$ cat config.mk
export PLATFORM = sky130hd
export DESIGN_NAME = lru_page_replacement
export DESIGN_NICKNAME = d
export VERILOG_FILES = /design/src/rtl/lpr_pkg.sv /design/src/rtl/lpr_cell.sv /design/src/rtl/lru_page_replacement.sv
export SDC_FILE = /design/constraint.sdc
export NUM_CORES = 1
export LEC_CHECK = 0
export BUFFER_PORTS_ARGS = -buffer_cell sky130_fd_sc_hd__clkbuf_2
export CAP_MARGIN = 20
export CORE_UTILIZATION = 30
export DETAILED_ROUTE_END_ITERATION = 8
export HOLD_SLACK_MARGIN = 0.12
export PLACE_DENSITY = 0.44
export SLEW_MARGIN = 5
export SYNTH_ARGS = -nofsm -noshare
export SYNTH_HDL_FRONTEND = slang
export SYNTH_SLANG_ARGS = --single-unit
$ cat constraint.sdc
create_clock -name clk -period 4.1 [get_ports clk]
set_input_delay 0 -clock clk [delete_from_list [all_inputs] [get_ports clk]]
set_output_delay 0 -clock clk [all_outputs]
set_load 0.01 [all_outputs]
$ cat src/rtl/lpr_pkg.sv
// lpr_pkg: shared types and constants for the LRU page replacement block.
// No dependencies. Used by lpr_cell and lru_page_replacement.
package lpr_pkg;

  localparam int CFG_W = 5;
  localparam int FAULT_W = 32;
  localparam logic [CFG_W-1:0] FRAMES_RESET = 5'd16;
  localparam logic [FAULT_W-1:0] FAULT_MAX = '1;

  // Broadcast control shared by every cell in the chain.
  typedef struct packed {
    logic upd;   // request beat accepted this cycle
    logic miss;  // no cell matched
    logic room;  // set below its frame limit, append on miss
  } lpr_ctrl_t;

endpackage

$ cat src/rtl/lpr_cell.sv
// lpr_cell: one recency slot of the LRU chain (page, valid, match, shift).
// Depends on lpr_pkg.
module lpr_cell
  import lpr_pkg::*;
#(
  parameter int PAGE_BITS = 16
) (
  input  logic                 clk,
  input  logic                 rst_n,
  input  lpr_ctrl_t            ctrl,
  input  logic [PAGE_BITS-1:0] req_page,
  input  logic [PAGE_BITS-1:0] nbr_page,
  input  logic                 nbr_valid,
  input  logic                 prv_valid,
  input  logic                 shift_in,
  output logic                 shift_out,
  output logic                 match,
  output logic [PAGE_BITS-1:0] page,
  output logic                 valid
);

  logic [PAGE_BITS-1:0] page_r, page_nxt;
  logic                 valid_r, valid_nxt;
  logic                 append;

  assign match     = valid_r && (page_r == req_page);
  assign shift_out = valid_r && (match || shift_in);
  assign append    = ctrl.miss && ctrl.room && !valid_r && prv_valid;

  always_comb begin
    page_nxt  = page_r;
    valid_nxt = valid_r;
    if (ctrl.upd) begin
      if (shift_out) begin
        page_nxt = nbr_valid ? nbr_page : req_page;
      end else if (append) begin
        page_nxt  = req_page;
        valid_nxt = 1'b1;
      end
    end
  end

  always_ff @(posedge clk) begin
    page_r <= page_nxt;
  end

  always_ff @(posedge clk) begin
    if (!rst_n) begin
      valid_r <= 1'b0;
    end else begin
      valid_r <= valid_nxt;
    end
  end

  assign page  = page_r;
  assign valid = valid_r;

endmodule

$ cat src/rtl/lru_page_replacement.sv
// lru_page_replacement: LRU set of resident pages built as a chain of cells.
// Result beat registered in the cycle after the request beat; 1 beat/cycle unless
// out_ready stalls. All cells compare in parallel and the recency order shifts in
// the same cycle. Synchronous active-low reset empties the set, zeroes the fault
// count and sets frames_in_use to 16. Depends on lpr_pkg and lpr_cell.
module lru_page_replacement
  import lpr_pkg::*;
#(
  parameter int MAX_FRAMES = 16,
  parameter int PAGE_BITS  = 16
) (
  input  logic                 clk,
  input  logic                 rst_n,
  input  logic                 in_valid,
  output logic                 in_ready,
  input  logic [PAGE_BITS-1:0] in_page,
  output logic                 out_valid,
  input  logic                 out_ready,
  output logic                 out_hit,
  output logic                 out_evicted_valid,
  output logic [PAGE_BITS-1:0] out_evicted_page,
  output logic [FAULT_W-1:0]   out_fault_total,
  input  logic                 cfg_valid,
  output logic                 cfg_ready,
  input  logic [CFG_W-1:0]     cfg_frames_in_use
);

  localparam int IDX_W = (MAX_FRAMES > 1) ? $clog2(MAX_FRAMES) : 1;
  localparam int FW    = (IDX_W + 1 > CFG_W) ? IDX_W + 1 : CFG_W;

  logic [CFG_W-1:0]     frames_r;
  logic [FW-1:0]        frames_ext;
  logic [IDX_W-1:0]     lim_idx;
  logic [MAX_FRAMES-1:0] valid_vec, match_vec;
  logic [MAX_FRAMES:0]  shift_chain;
  logic [PAGE_BITS-1:0] page_vec [MAX_FRAMES];
  lpr_ctrl_t            ctrl;
  logic                 in_fire, hit, evict;

  logic                 out_valid_r;
  logic                 out_hit_r;
  logic                 out_ev_valid_r;
  logic [PAGE_BITS-1:0] out_ev_page_r;
  logic [FAULT_W-1:0]   fault_r, fault_nxt;

  assign cfg_ready = 1'b1;

  always_ff @(posedge clk) begin
    if (!rst_n) begin
      frames_r <= FRAMES_RESET;
    end else if (cfg_valid) begin
      frames_r <= cfg_frames_in_use;
    end
  end

  // Clamp limit into 1..MAX_FRAMES, kept as index of the last allowed slot.
  assign frames_ext = FW'(frames_r);
  always_comb begin
    if (frames_ext == '0) begin
      lim_idx = '0;
    end else if (frames_ext > FW'(MAX_FRAMES)) begin
      lim_idx = IDX_W'(MAX_FRAMES - 1);
    end else begin
      lim_idx = IDX_W'(frames_ext - FW'(1));
    end
  end

  assign in_ready = !out_valid_r || out_ready;
  assign in_fire  = in_valid && in_ready;
  assign hit      = |match_vec;
  assign evict    = !hit && !ctrl.room;

  assign ctrl.upd  = in_fire;
  assign ctrl.miss = !hit;
  assign ctrl.room = !valid_vec[lim_idx];

  assign shift_chain[0] = evict;

  for (genvar i = 0; i < MAX_FRAMES; i++) begin : g_cell
    logic [PAGE_BITS-1:0] nbr_page;
    logic                 nbr_valid;
    logic                 prv_valid;
    if (i == MAX_FRAMES - 1) begin : g_last
      assign nbr_page  = in_page;
      assign nbr_valid = 1'b0;
    end else begin : g_mid
      assign nbr_page  = page_vec[i+1];
      assign nbr_valid = valid_vec[i+1];
    end
    if (i == 0) begin : g_first
      assign prv_valid = 1'b1;
    end else begin : g_rest
      assign prv_valid = valid_vec[i-1];
    end

    lpr_cell #(
      .PAGE_BITS(PAGE_BITS)
    ) u_cell (
      .clk      (clk),
      .rst_n    (rst_n),
      .ctrl     (ctrl),
      .req_page (in_page),
      .nbr_page (nbr_page),
      .nbr_valid(nbr_valid),
      .prv_valid(prv_valid),
      .shift_in (shift_chain[i]),
      .shift_out(shift_chain[i+1]),
      .match    (match_vec[i]),
      .page     (page_vec[i]),
      .valid    (valid_vec[i])
    );
  end

  always_comb begin
    fault_nxt = fault_r;
    if (in_fire && !hit && fault_r != FAULT_MAX) begin
      fault_nxt = fault_r + FAULT_W'(1);
    end
  end

  always_ff @(posedge clk) begin
    if (!rst_n) begin
      out_valid_r <= 1'b0;
      fault_r     <= '0;
    end else begin
      fault_r <= fault_nxt;
      if (in_fire) begin
        out_valid_r <= 1'b1;
      end else if (out_ready) begin
        out_valid_r <= 1'b0;
      end
    end
  end

  always_ff @(posedge clk) begin
    if (in_fire) begin
      out_hit_r      <= hit;
      out_ev_valid_r <= evict;
      out_ev_page_r  <= evict ? page_vec[0] : '0;
    end
  end

  assign out_valid         = out_valid_r;
  assign out_hit           = out_hit_r;
  assign out_evicted_valid = out_ev_valid_r;
  assign out_evicted_page  = out_ev_page_r;
  assign out_fault_total   = fault_r;

  // Resident slots form a prefix of the chain.
  a_valid_prefix: assert property (@(posedge clk) disable iff (!rst_n)
    ((valid_vec >> 1) & ~valid_vec) == '0)
    else $error("resident slots not a prefix");

  // A page is resident in at most one slot.
  a_unique_match: assert property (@(posedge clk) disable iff (!rst_n)
    $onehot0(match_vec))
    else $error("page matched in more than one slot");

  // A hit never evicts.
  a_hit_no_evict: assert property (@(posedge clk) disable iff (!rst_n)
    out_valid_r |-> !(out_hit_r && out_ev_valid_r))
    else $error("eviction reported on a hit");

  // Fault total only moves on a missing request beat.
  a_fault_step: assert property (@(posedge clk) disable iff (!rst_n)
    !(in_fire && !hit) |=> $stable(fault_r))
    else $error("fault total changed without a miss");

endmodule

==> results of run 1 <==
## flip-flops by register name, indices dropped and copies added, names as in the netlist
name and flops:
out_evicted_page 16, g_cell.u_cell.page 256, out_hit 1, out_valid 1, out_fault_total 32, frames_ext 5, g_cell.u_cell.valid 16, out_evicted_valid 1
## what timing repair did
item	CTS	global route
gates resized for setup	0	2
endpoints found under the hold margin	128	0
endpoints found under the setup margin	0	27
hold buffers	29	0
## logic make-up (layout without fill, tap and decap cells)
logic type | after synthesis | count (layout) | synth area share [%]
compound gates | 91 | 91 | 3.56
xor+xnor | 289 | 289 | 14.0
fa+ha+maj | 2 | 2 | 0.138
buf+inv | 130 | 284 | 3.94
flops | 328 | 328 | 51.3
mux | 221 | 221 | 13.7
other cells | 1 | 1 | 0.0207
simple gates | 451 | 451 | 13.3
## synthesized netlist by cell type (all sizes together) (2+ instances only)
library cell and n:
mux2 214, o31a 5, a31oi 3, nor2b 25, and4 4, nor2 32
o22ai 3, and3 7, o31ai 3, o2111ai 2, nand4 55, edfxtp 274
nor4b 4, ha 2, o211ai 5, a211oi 2, a21o 5, xnor2 166
a21oi 36, nor3b 14, and4b 2, nor4bb 2, a221o 2, nand2b 6
a32oi 2, or3b 3, mux2i 7, or4 4, a21boi 2, buf 69
or4b 3, nand4b 2, nor3 18, o21ai 10, xor2 123, nand3 33
o21a 2, clkbuf 47, and2 50, nand2 142, nor4 40, or2 3
inv 13, dfxtp 54
## worst register-to-register path, delay by kind of cell, from the launching register on
kind,cells,cell delay (ns)
buffers and inverters,2,0.37
muxes,1,0.40
and+or+nand+nor,5,1.58
xor gates and xnor gates,1,0.18
AOI/OAI and AO/OA,3,0.73
DFF,1,0.43
## power by group
part	total [mW]	switching (mW)	internal, mW
Sequential	3.72	0.0394	3.68
Combinational	0.750	0.422	0.328
Clock	3.55	1.44	2.12
## through the flow
| step | total power, mW | setup WS [ns] | hold slack [ns] | utilization, % | cell area (µm²) |
|---|---|---|---|---|---|
| 5_1_grt | 8.34 | 0.0437 | 0.326 | 36.1 | 21400 |
| 6_report | 8.03 | 0.154 | 0.311 | 36.1 | 21400 |
| 4_1_cts | 8.14 | 0.125 | 0.268 | 36.1 | 21400 |
| 2_1_floorplan | 4.27 | -0.353 | 0.0989 | - | 18200 |
| 3_3_place_gp | 4.52 | 0.149 | 0.239 | 33.4 | 19900 |
| 3_5_place_dp | 4.52 | 0.155 | 0.231 | 33.4 | 19900 |
## metal layers
layer	track usage (%)	up-vias
met1	23.6	5951
met4	4.47	0
met5	0	-
met2	26.5	226
li1	-	5693
met3	3.20	71
## final cells by class
type / instances / area, µm²
Fill cell: 5856 / 37900
Multi-Input combinational cell: 1055 / 8160
Tap cell: 773 / 967
Clock buffer: 50 / 1080
Sequential cell: 328 / 9310
Inverter: 14 / 52.6
Clock inverter: 22 / 210
Timing Repair Buffer: 198 / 1670
## worst max path at each step
stage                              startpoint                        end
floorplan                       frames_ext[0]  g_cell[12].u_cell.page[0]
global placement    g_cell[10].u_cell.page[4]   g_cell[2].u_cell.page[2]
detailed placement  g_cell[10].u_cell.page[4]   g_cell[2].u_cell.page[2]
CTS                 g_cell[10].u_cell.page[4]  g_cell[2].u_cell.page[11]
global route        g_cell[10].u_cell.page[4]   g_cell[2].u_cell.page[6]
finish              g_cell[10].u_cell.page[4]  g_cell[13].u_cell.page[7]
==> reports/metrics.sh, run 1 <==
STATUS='complete, but fails checks'
FAILED_CHECKS='design-rule violations'
SYNTH-SEQ-AREA-SHARE_PCT=51.3
MOST_FREQUENT_CELLS_IN_THE_LAYOUT='274 x edfxtp_1, 205 x mux2_2, 166 x xnor2_1'
POWER.DENSITY_nW_PER_UM2=374
NUMCTSBUFFERS=40
VIA_COUNT_OF_THE_FIRST_GLOBAL_ROUTING_PASS=12228
DR_TOTAL_VIAS=11941
MAXIMUM_FANOUT_ENCOUNTERED_ON_THE_CRITICAL_TIMING_PATH=16
ANTENNA_VIOLATING_NETS_POST_ROUTE=0
RSZ0062_AT_GRT='false'
GP_CONGESTION=0.812
CLOCKROOTBUFFER='clkbuf_16'
CORE_REGION_AREA_UM2=59400
DRC_ERRORS=5
FINALNETCOUNT=1665
DETAIL_ROUTE.VIAS_PER_CELL=4.89
DR.MAX_LAYER_USED='met4'
MAXCLOCKFREQUENCY_MHz=253
SYNTH_AREA_LEADERS='edfxtp_1 45%, mux2_2 13%, xnor2_1 8.0%'
GRT_FIRST_PASS_WIRELENGTH_UM=77700
SYNTH_ENABLE_FLOP_CELLS=274
SETUP_VIOLATIONS=0
PLACEDCELLCOUNT=2339
PORT_BUFFERS=77
NETLIST_AREA_UM2=18100
INITIALDRTVIOLATIONCOUNT=737
DETAIL_ROUTE.WIRELENGTH.MET1_UM=24800
GRT_ANTENNA_BEFORE_REPAIR=0
DETAILEDPLACEMENTHPWL_UM=37100
IRDROPWORSTVDD_V=0.000211
CLKLATENCYLATEPIN_NS=0.58
WORSTMARGINPINSLEW_NS=1.03
SYNTH-ASYNC-RESET-RATIO_PCT=0
HOLD-PATH-CELL-COUNT=4
LAYOUT.CELLS.MOST_COMMON='edfxtp_1'
SYN_TO_FINAL_GROWTH_PCT=18.3
ARRIVAL_NS=4.26
CP_SLOWEST_STAGE_DELAY_NS=0.58
GRT_REMAINING_OVERFLOW=0
CRITICAL_PATH.REG2REG.ENDPOINT='g_cell[13].u_cell.page[7]'
HP-CLASS='input port to flop'
RR_WORST_DEPTH=12
WORST_HOLD_STARTPOINT='out_ready'
CTS.SINK_COUNT=328
POST_ROUTE_CELLS_DRIVE_ABOVE_1_SHARE_PCT=27.6
SYN-MEAN-INSTANCE-AREA_UM2=12.0
HTREEDEPTH=2
FINAL-INSTANCE-COUNT-EXCL-FILL=2440
FLOORPLAN.DIE.HEIGHT_UM=248
CTS_MAX_PATH_BUFFERS=3
SYNTH.LIB_CELLS_USED.DISTINCT=71
FAMILY_WITH_THE_MOST_DELAY_ON_THE_WORST_PATH='simple AND/OR/NAND/NOR gates'
MAX_SLEW_MARGIN_PCT=31.5
CP_SLOWEST_CELL='or4b_1'
DR_WL_MET3_UM=1970
TOTALWIRELENGTH_UM=51100
POSTCTSSETUPBUFFERS=0
REPORT.FINAL.HOLD_VIOL_COUNT=0
SYNTH_AREA_LEADER_CELL='edfxtp_1'
CP_DATA_REQUIRED_TIME_NS=4.42
ANTENNA_DIODE_INSTANCE_COUNT=0
P_LEAK_nW=7.31
CLKSLEWWORSTSETUPHOLDPATHS_NS=0.06
FIRSTDRTPASSITERS=9
CRIT_PATH_END_KIND='flop'
SETUP.REG_TO_REG.WORST_SLACK_NS=0.15
TIMING_MAX_TRANSITION_VIOLATIONS_FINAL=0
MET2_LENGTH_UM=23200
LAUNCH_POINT_OF_THE_WORST_REG_TO_REG_PATH='g_cell[10].u_cell.page[4]'
CRITICAL_PATH_DEPTH=12
GRT.TOTAL_USAGE_PCT=16.9
DIE-AREA_UM2=61400
PIN_COUNT_OF_THE_BIGGEST_NET_ENTERING_GLOBAL_ROUTING=56
FLOORPLAN.INITIALDENSITY_PCT=30.5
POSTSYNTH.TOPFLOPCELL='edfxtp_1'
TYPE_OF_ELEMENT_LAUNCHING_THE_CRITICAL_PATH='flop'
YOSYS_REGISTER_BITS=328
MIN_PERIOD_OVER_PERIOD_PCT=96.3
SYN_NETS=1541
FP-ROW-COUNT=89
FLOORPLAN.DIE.WIDTH_UM=248
SYNTH_TOP_AREA_SHARE_PCT=45.4
WIRE_PER_INST_UM=20.9
TIMING.MAX_CAP.VIOLATIONS=0
CTS_TREE='yes'
CRITICAL_PATH_CLASS='flop to flop'
IOPINCOUNT=79
WORSTPATHCELLLIST='xor2_1 > or4b_1 > or4_1 > o22ai_1 > nor4_1 > buf_4 > and4b_4 > a21o_2 > nand2_1 > a221o_1 > buf_12 > mux2_2'
SETUP_TOTAL_NEGATIVE_SLACK_NS=0
SYN_INST=1513
CRITICAL_PATH.N_BUFFERS_INVERTERS=2
YS_WARN_COUNT=0
HOLDPATHEND='out_valid'
FINAL.MIN_CLOCK_PERIOD_NS=3.95
CLOCK-SKEW-FINAL_NS=0.0333
Power figures use the tool's default switching activity.
==> run 2, diff against run 1 <==
CORE_MARGIN = 2   (was unset)
REMOVE_ABC_BUFFERS = 1   (was unset)
==> run 2 against run 1 <==
Against the previous run:
- the run now ends clean
- clock power barely moved
- die area increased by 1.6%
- final area is 0.27% higher
- first-iteration DRC count increased by 14%
- total power down 0.45%
- highest routed layer is now met5
==> reports/metrics.sh, run 2 (synthesized netlist as in run 1, its figures left out) <==
STATUS='complete, no violations'
FLOORPLAN.DIE.HEIGHT_UM=250  # +0.81%
HOLDPATHEND='g_cell[11].u_cell.page[8]'
HP-CLASS='input port to flop'
CRITICAL_PATH_CLASS='flop to flop'
GRT.TOTAL_USAGE_PCT=17.1  # +0.18 points
DIE-AREA_UM2=62400  # +1.6%
RSZ0062_AT_GRT='false'
CRITICAL_PATH_DEPTH=13  # +1
CLKLATENCYLATEPIN_NS=0.57  # about the same
ANTENNA_DIODE_INSTANCE_COUNT=0  # unchanged
CLOCKROOTBUFFER='clkbuf_16'
CRITICAL_PATH.REG2REG.ENDPOINT='g_cell[2].u_cell.page[11]'
CRITICAL_PATH.N_BUFFERS_INVERTERS=3  # +1
GRT_FIRST_PASS_WIRELENGTH_UM=80700  # +3.8%
DETAIL_ROUTE.VIAS_PER_CELL=4.88  # -0.19%
POWER_FRAC_CLOCK_PCT=44.1  # -0.2 points
P_LEAK_nW=7.32  # +0.17%
INTERNAL_PWR_TOTAL_mW=6.08  # -0.67%
TOTALWIRELENGTH_UM=53400  # +4.5%
TYPE_OF_ELEMENT_LAUNCHING_THE_CRITICAL_PATH='flop'
REPORT.FINAL.HOLD_VIOL_COUNT=0  # unchanged
PIN_COUNT_OF_THE_BIGGEST_NET_ENTERING_GLOBAL_ROUTING=56  # unchanged
FINAL.MIN_CLOCK_PERIOD_NS=3.88  # -0.0650 ns
NUMCTSBUFFERS=41  # +2.5%
CORE_REGION_AREA_UM2=60000  # +1.1%
LAYOUT.CELLS.MOST_COMMON='edfxtp_1'
SYN_TO_FINAL_GROWTH_PCT=18.6
FINAL_UTIL_PCT=35.8  # -0.30 points
MOST_FREQUENT_CELLS_IN_THE_LAYOUT='274 x edfxtp_1, 205 x mux2_2, 166 x xnor2_1'
ARRIVAL_NS=4.18  # -0.08 ns
DRC_ERRORS=0  # -5
FLIP_FLOP_COUNT_OF_THE_LARGEST_REGISTER_AFTER_LAYOUT=256  # unchanged
CLKSLEWWORSTSETUPHOLDPATHS_NS=0.06  # about the same
POWER.DENSITY_nW_PER_UM2=371  # -0.73%
FP-ROW-COUNT=90  # +1.1%
FAMILY_WITH_THE_MOST_DELAY_ON_THE_WORST_PATH='simple AND/OR/NAND/NOR gates'
FIN_TOTAL_PWR_mW=7.99  # -0.45%
CTS.SINK_COUNT=328  # unchanged
LAUNCH_POINT_OF_THE_WORST_REG_TO_REG_PATH='g_cell[13].u_cell.page[4]'
FLOORPLAN.INITIALDENSITY_PCT=30.2  # -0.34 points
WORSTPATHCELLLIST='xor2_1 > or4b_1 > or4_1 > o22ai_2 > nor4_1 > buf_4 > and4b_4 > buf_4 > a21boi_4 > nor2b_1 > o21ai_2 > buf_4 > mux2_2'
SETUP.REG_TO_REG.WORST_SLACK_NS=0.22  # +0.07 ns
DPL_WORST_SLACK_NS=0.142  # -0.0133 ns
RR_WORST_DEPTH=13  # +1
DR_TOTAL_VIAS=11996  # +0.46%
POWER_SWITCHING_mW=1.90  # +0.24%
GRT_ANTENNA_BEFORE_REPAIR=1  # +1
ANTENNA_VIOLATING_NETS_POST_ROUTE=0  # unchanged
DETAILEDPLACEMENTHPWL_UM=38600  # +4.0%
IOPINCOUNT=79  # unchanged
CTS_MAX_PATH_BUFFERS=3  # unchanged
IRDROPWORSTVDD_V=0.000324  # +53%
CP_SLOWEST_STAGE_DELAY_NS=0.56  # -0.02 ns
GP_CONGESTION=0.839  # +3.3%
MAXIMUM_FANOUT_ENCOUNTERED_ON_THE_CRITICAL_TIMING_PATH=19  # +3
CP_SLOWEST_CELL='or4b_1'
WORST_HOLD_STARTPOINT='in_page[8]'
CTS_TREE='yes'
COMBINATIONALPOWERSHARE_PCT=9.3  # about the same
PWR-SHARE-SEQ_PCT=46.6  # +0.2 points
CRIT_PATH_END_KIND='flop'
WORSTMARGINPINSLEW_NS=1.01  # -0.0119 ns
SWITCHING_SHARE_PCT=23.8  # +0.16 points
PORT_BUFFERS=77  # unchanged
HTREEDEPTH=2  # unchanged
CRITICAL_PATH.MOST_COMMON_CELL='buf_4'
POST-ROUTE-WORST-SETUP-SLACK_NS=0.219  # +0.0650 ns
VIA_COUNT_OF_THE_FIRST_GLOBAL_ROUTING_PASS=12452  # +1.8%
FINALNETCOUNT=1670  # +0.30%
MAX_SLEW_MARGIN_PCT=32.3  # +0.79 points
MAXCLOCKFREQUENCY_MHz=258  # +1.7%
CLOCK-SKEW-FINAL_NS=0.0259  # -0.00739 ns
TIMING_MAX_TRANSITION_VIOLATIONS_FINAL=0  # unchanged
SETUP_VIOLATIONS=0  # unchanged
WIRE_PER_INST_UM=21.7  # +3.8%
POST_ROUTE_CELLS_DRIVE_ABOVE_1_SHARE_PCT=27.5  # -0.12 points
MIN_PERIOD_OVER_PERIOD_PCT=94.7  # -1.6 points
FLOORPLAN.DIE.WIDTH_UM=250  # +0.81%
HOLD-PATH-CELL-COUNT=2  # -2
POSTCTSSETUPBUFFERS=0  # unchanged
INITIALDRTVIOLATIONCOUNT=841  # +14%
TIMING.MAX_CAP.VIOLATIONS=0  # unchanged
CP_DATA_REQUIRED_TIME_NS=4.40  # -0.02 ns
GRT_REMAINING_OVERFLOW=0  # unchanged
FIRSTDRTPASSITERS=6  # -3
[run 2: cell count changes in the layout (fill, tap and decap cells not counted), moves of 5 or more]
cell / delta
clkbuf_8: +5
clkbuf_1: +8
clkinv_2: -5
clkinv_1: -5
[run 2: final cells by class]
class	instances	area (µm²)
fillers	5943	38500
flip-flops and latches	328	9310
multi-input cells	1055	8140
repair buffers	202	1730
clock buffers	62	1150
well taps	782	978
clock inverters	13	136
inverters	14	52.6
[run 2: metrics by stage]
stage	instances	setup TNS (ns)	hold slack, ns	area, µm²
3_3_place_gp	2354	0	0.230	19900
6_report	2456	0	0.255	21500
5_1_grt	2456	0	0.271	21500
2_1_floorplan	1397	-89.02	0.0986	17500
4_1_cts	2456	0	0.252	21500
3_5_place_dp	2354	0	0.253	19900
[run 2: worst max path at each step]
stage                                   start                         to
global route        g_cell[10].u_cell.page[4]  g_cell[2].u_cell.page[11]
CTS                 g_cell[13].u_cell.page[4]  g_cell[2].u_cell.page[11]
detailed placement  g_cell[13].u_cell.page[4]  g_cell[2].u_cell.page[11]
finish              g_cell[13].u_cell.page[4]  g_cell[2].u_cell.page[11]
global placement    g_cell[13].u_cell.page[4]  g_cell[2].u_cell.page[11]
floorplan                       frames_ext[0]  g_cell[10].u_cell.page[0]
[run 2: repair_timing]
item	in CTS	in global routing
resized for setup	0	2
endpoints found under the hold margin	49	0
hold buffers	27	0
endpoints found under the setup margin	0	43
[run 2: worst register-to-register path, cell delays in order (launching register included)]
cell	delay, ns
edfxtp_1	0.42
xor2_1	0.18
or4b_1	0.56
or4_1	0.55
o22ai_2	0.22
nor4_1	0.08
buf_4	0.17
and4b_4	0.19
buf_4	0.20
a21boi_4	0.19
nor2b_1	0.09
o21ai_2	0.14
buf_4	0.25
mux2_2	0.38
[run 2: power groups by stage]
stage / clock [mW] / combinational, mW / sequential [mW]
after global placement: 0 / 0.720 / 3.79
final: 3.52 / 0.744 / 3.72
after CTS: 3.63 / 0.752 / 3.72
after floorplan: 0 / 0.368 / 3.79
after global routing: 3.75 / 0.811 / 3.73
after detailed placement: 0 / 0.725 / 3.79
[run 2: per-layer routing]
layer | track usage, % | vias to the layer above | wire, µm
li1 | - | 5706 | -
met1 | 22.5 | 5903 | 24000
met3 | 2.75 | 91 | 2340
met2 | 28.8 | 294 | 25800
met5 | 0 | - | 12
met4 | 5.11 | 2 | 1220
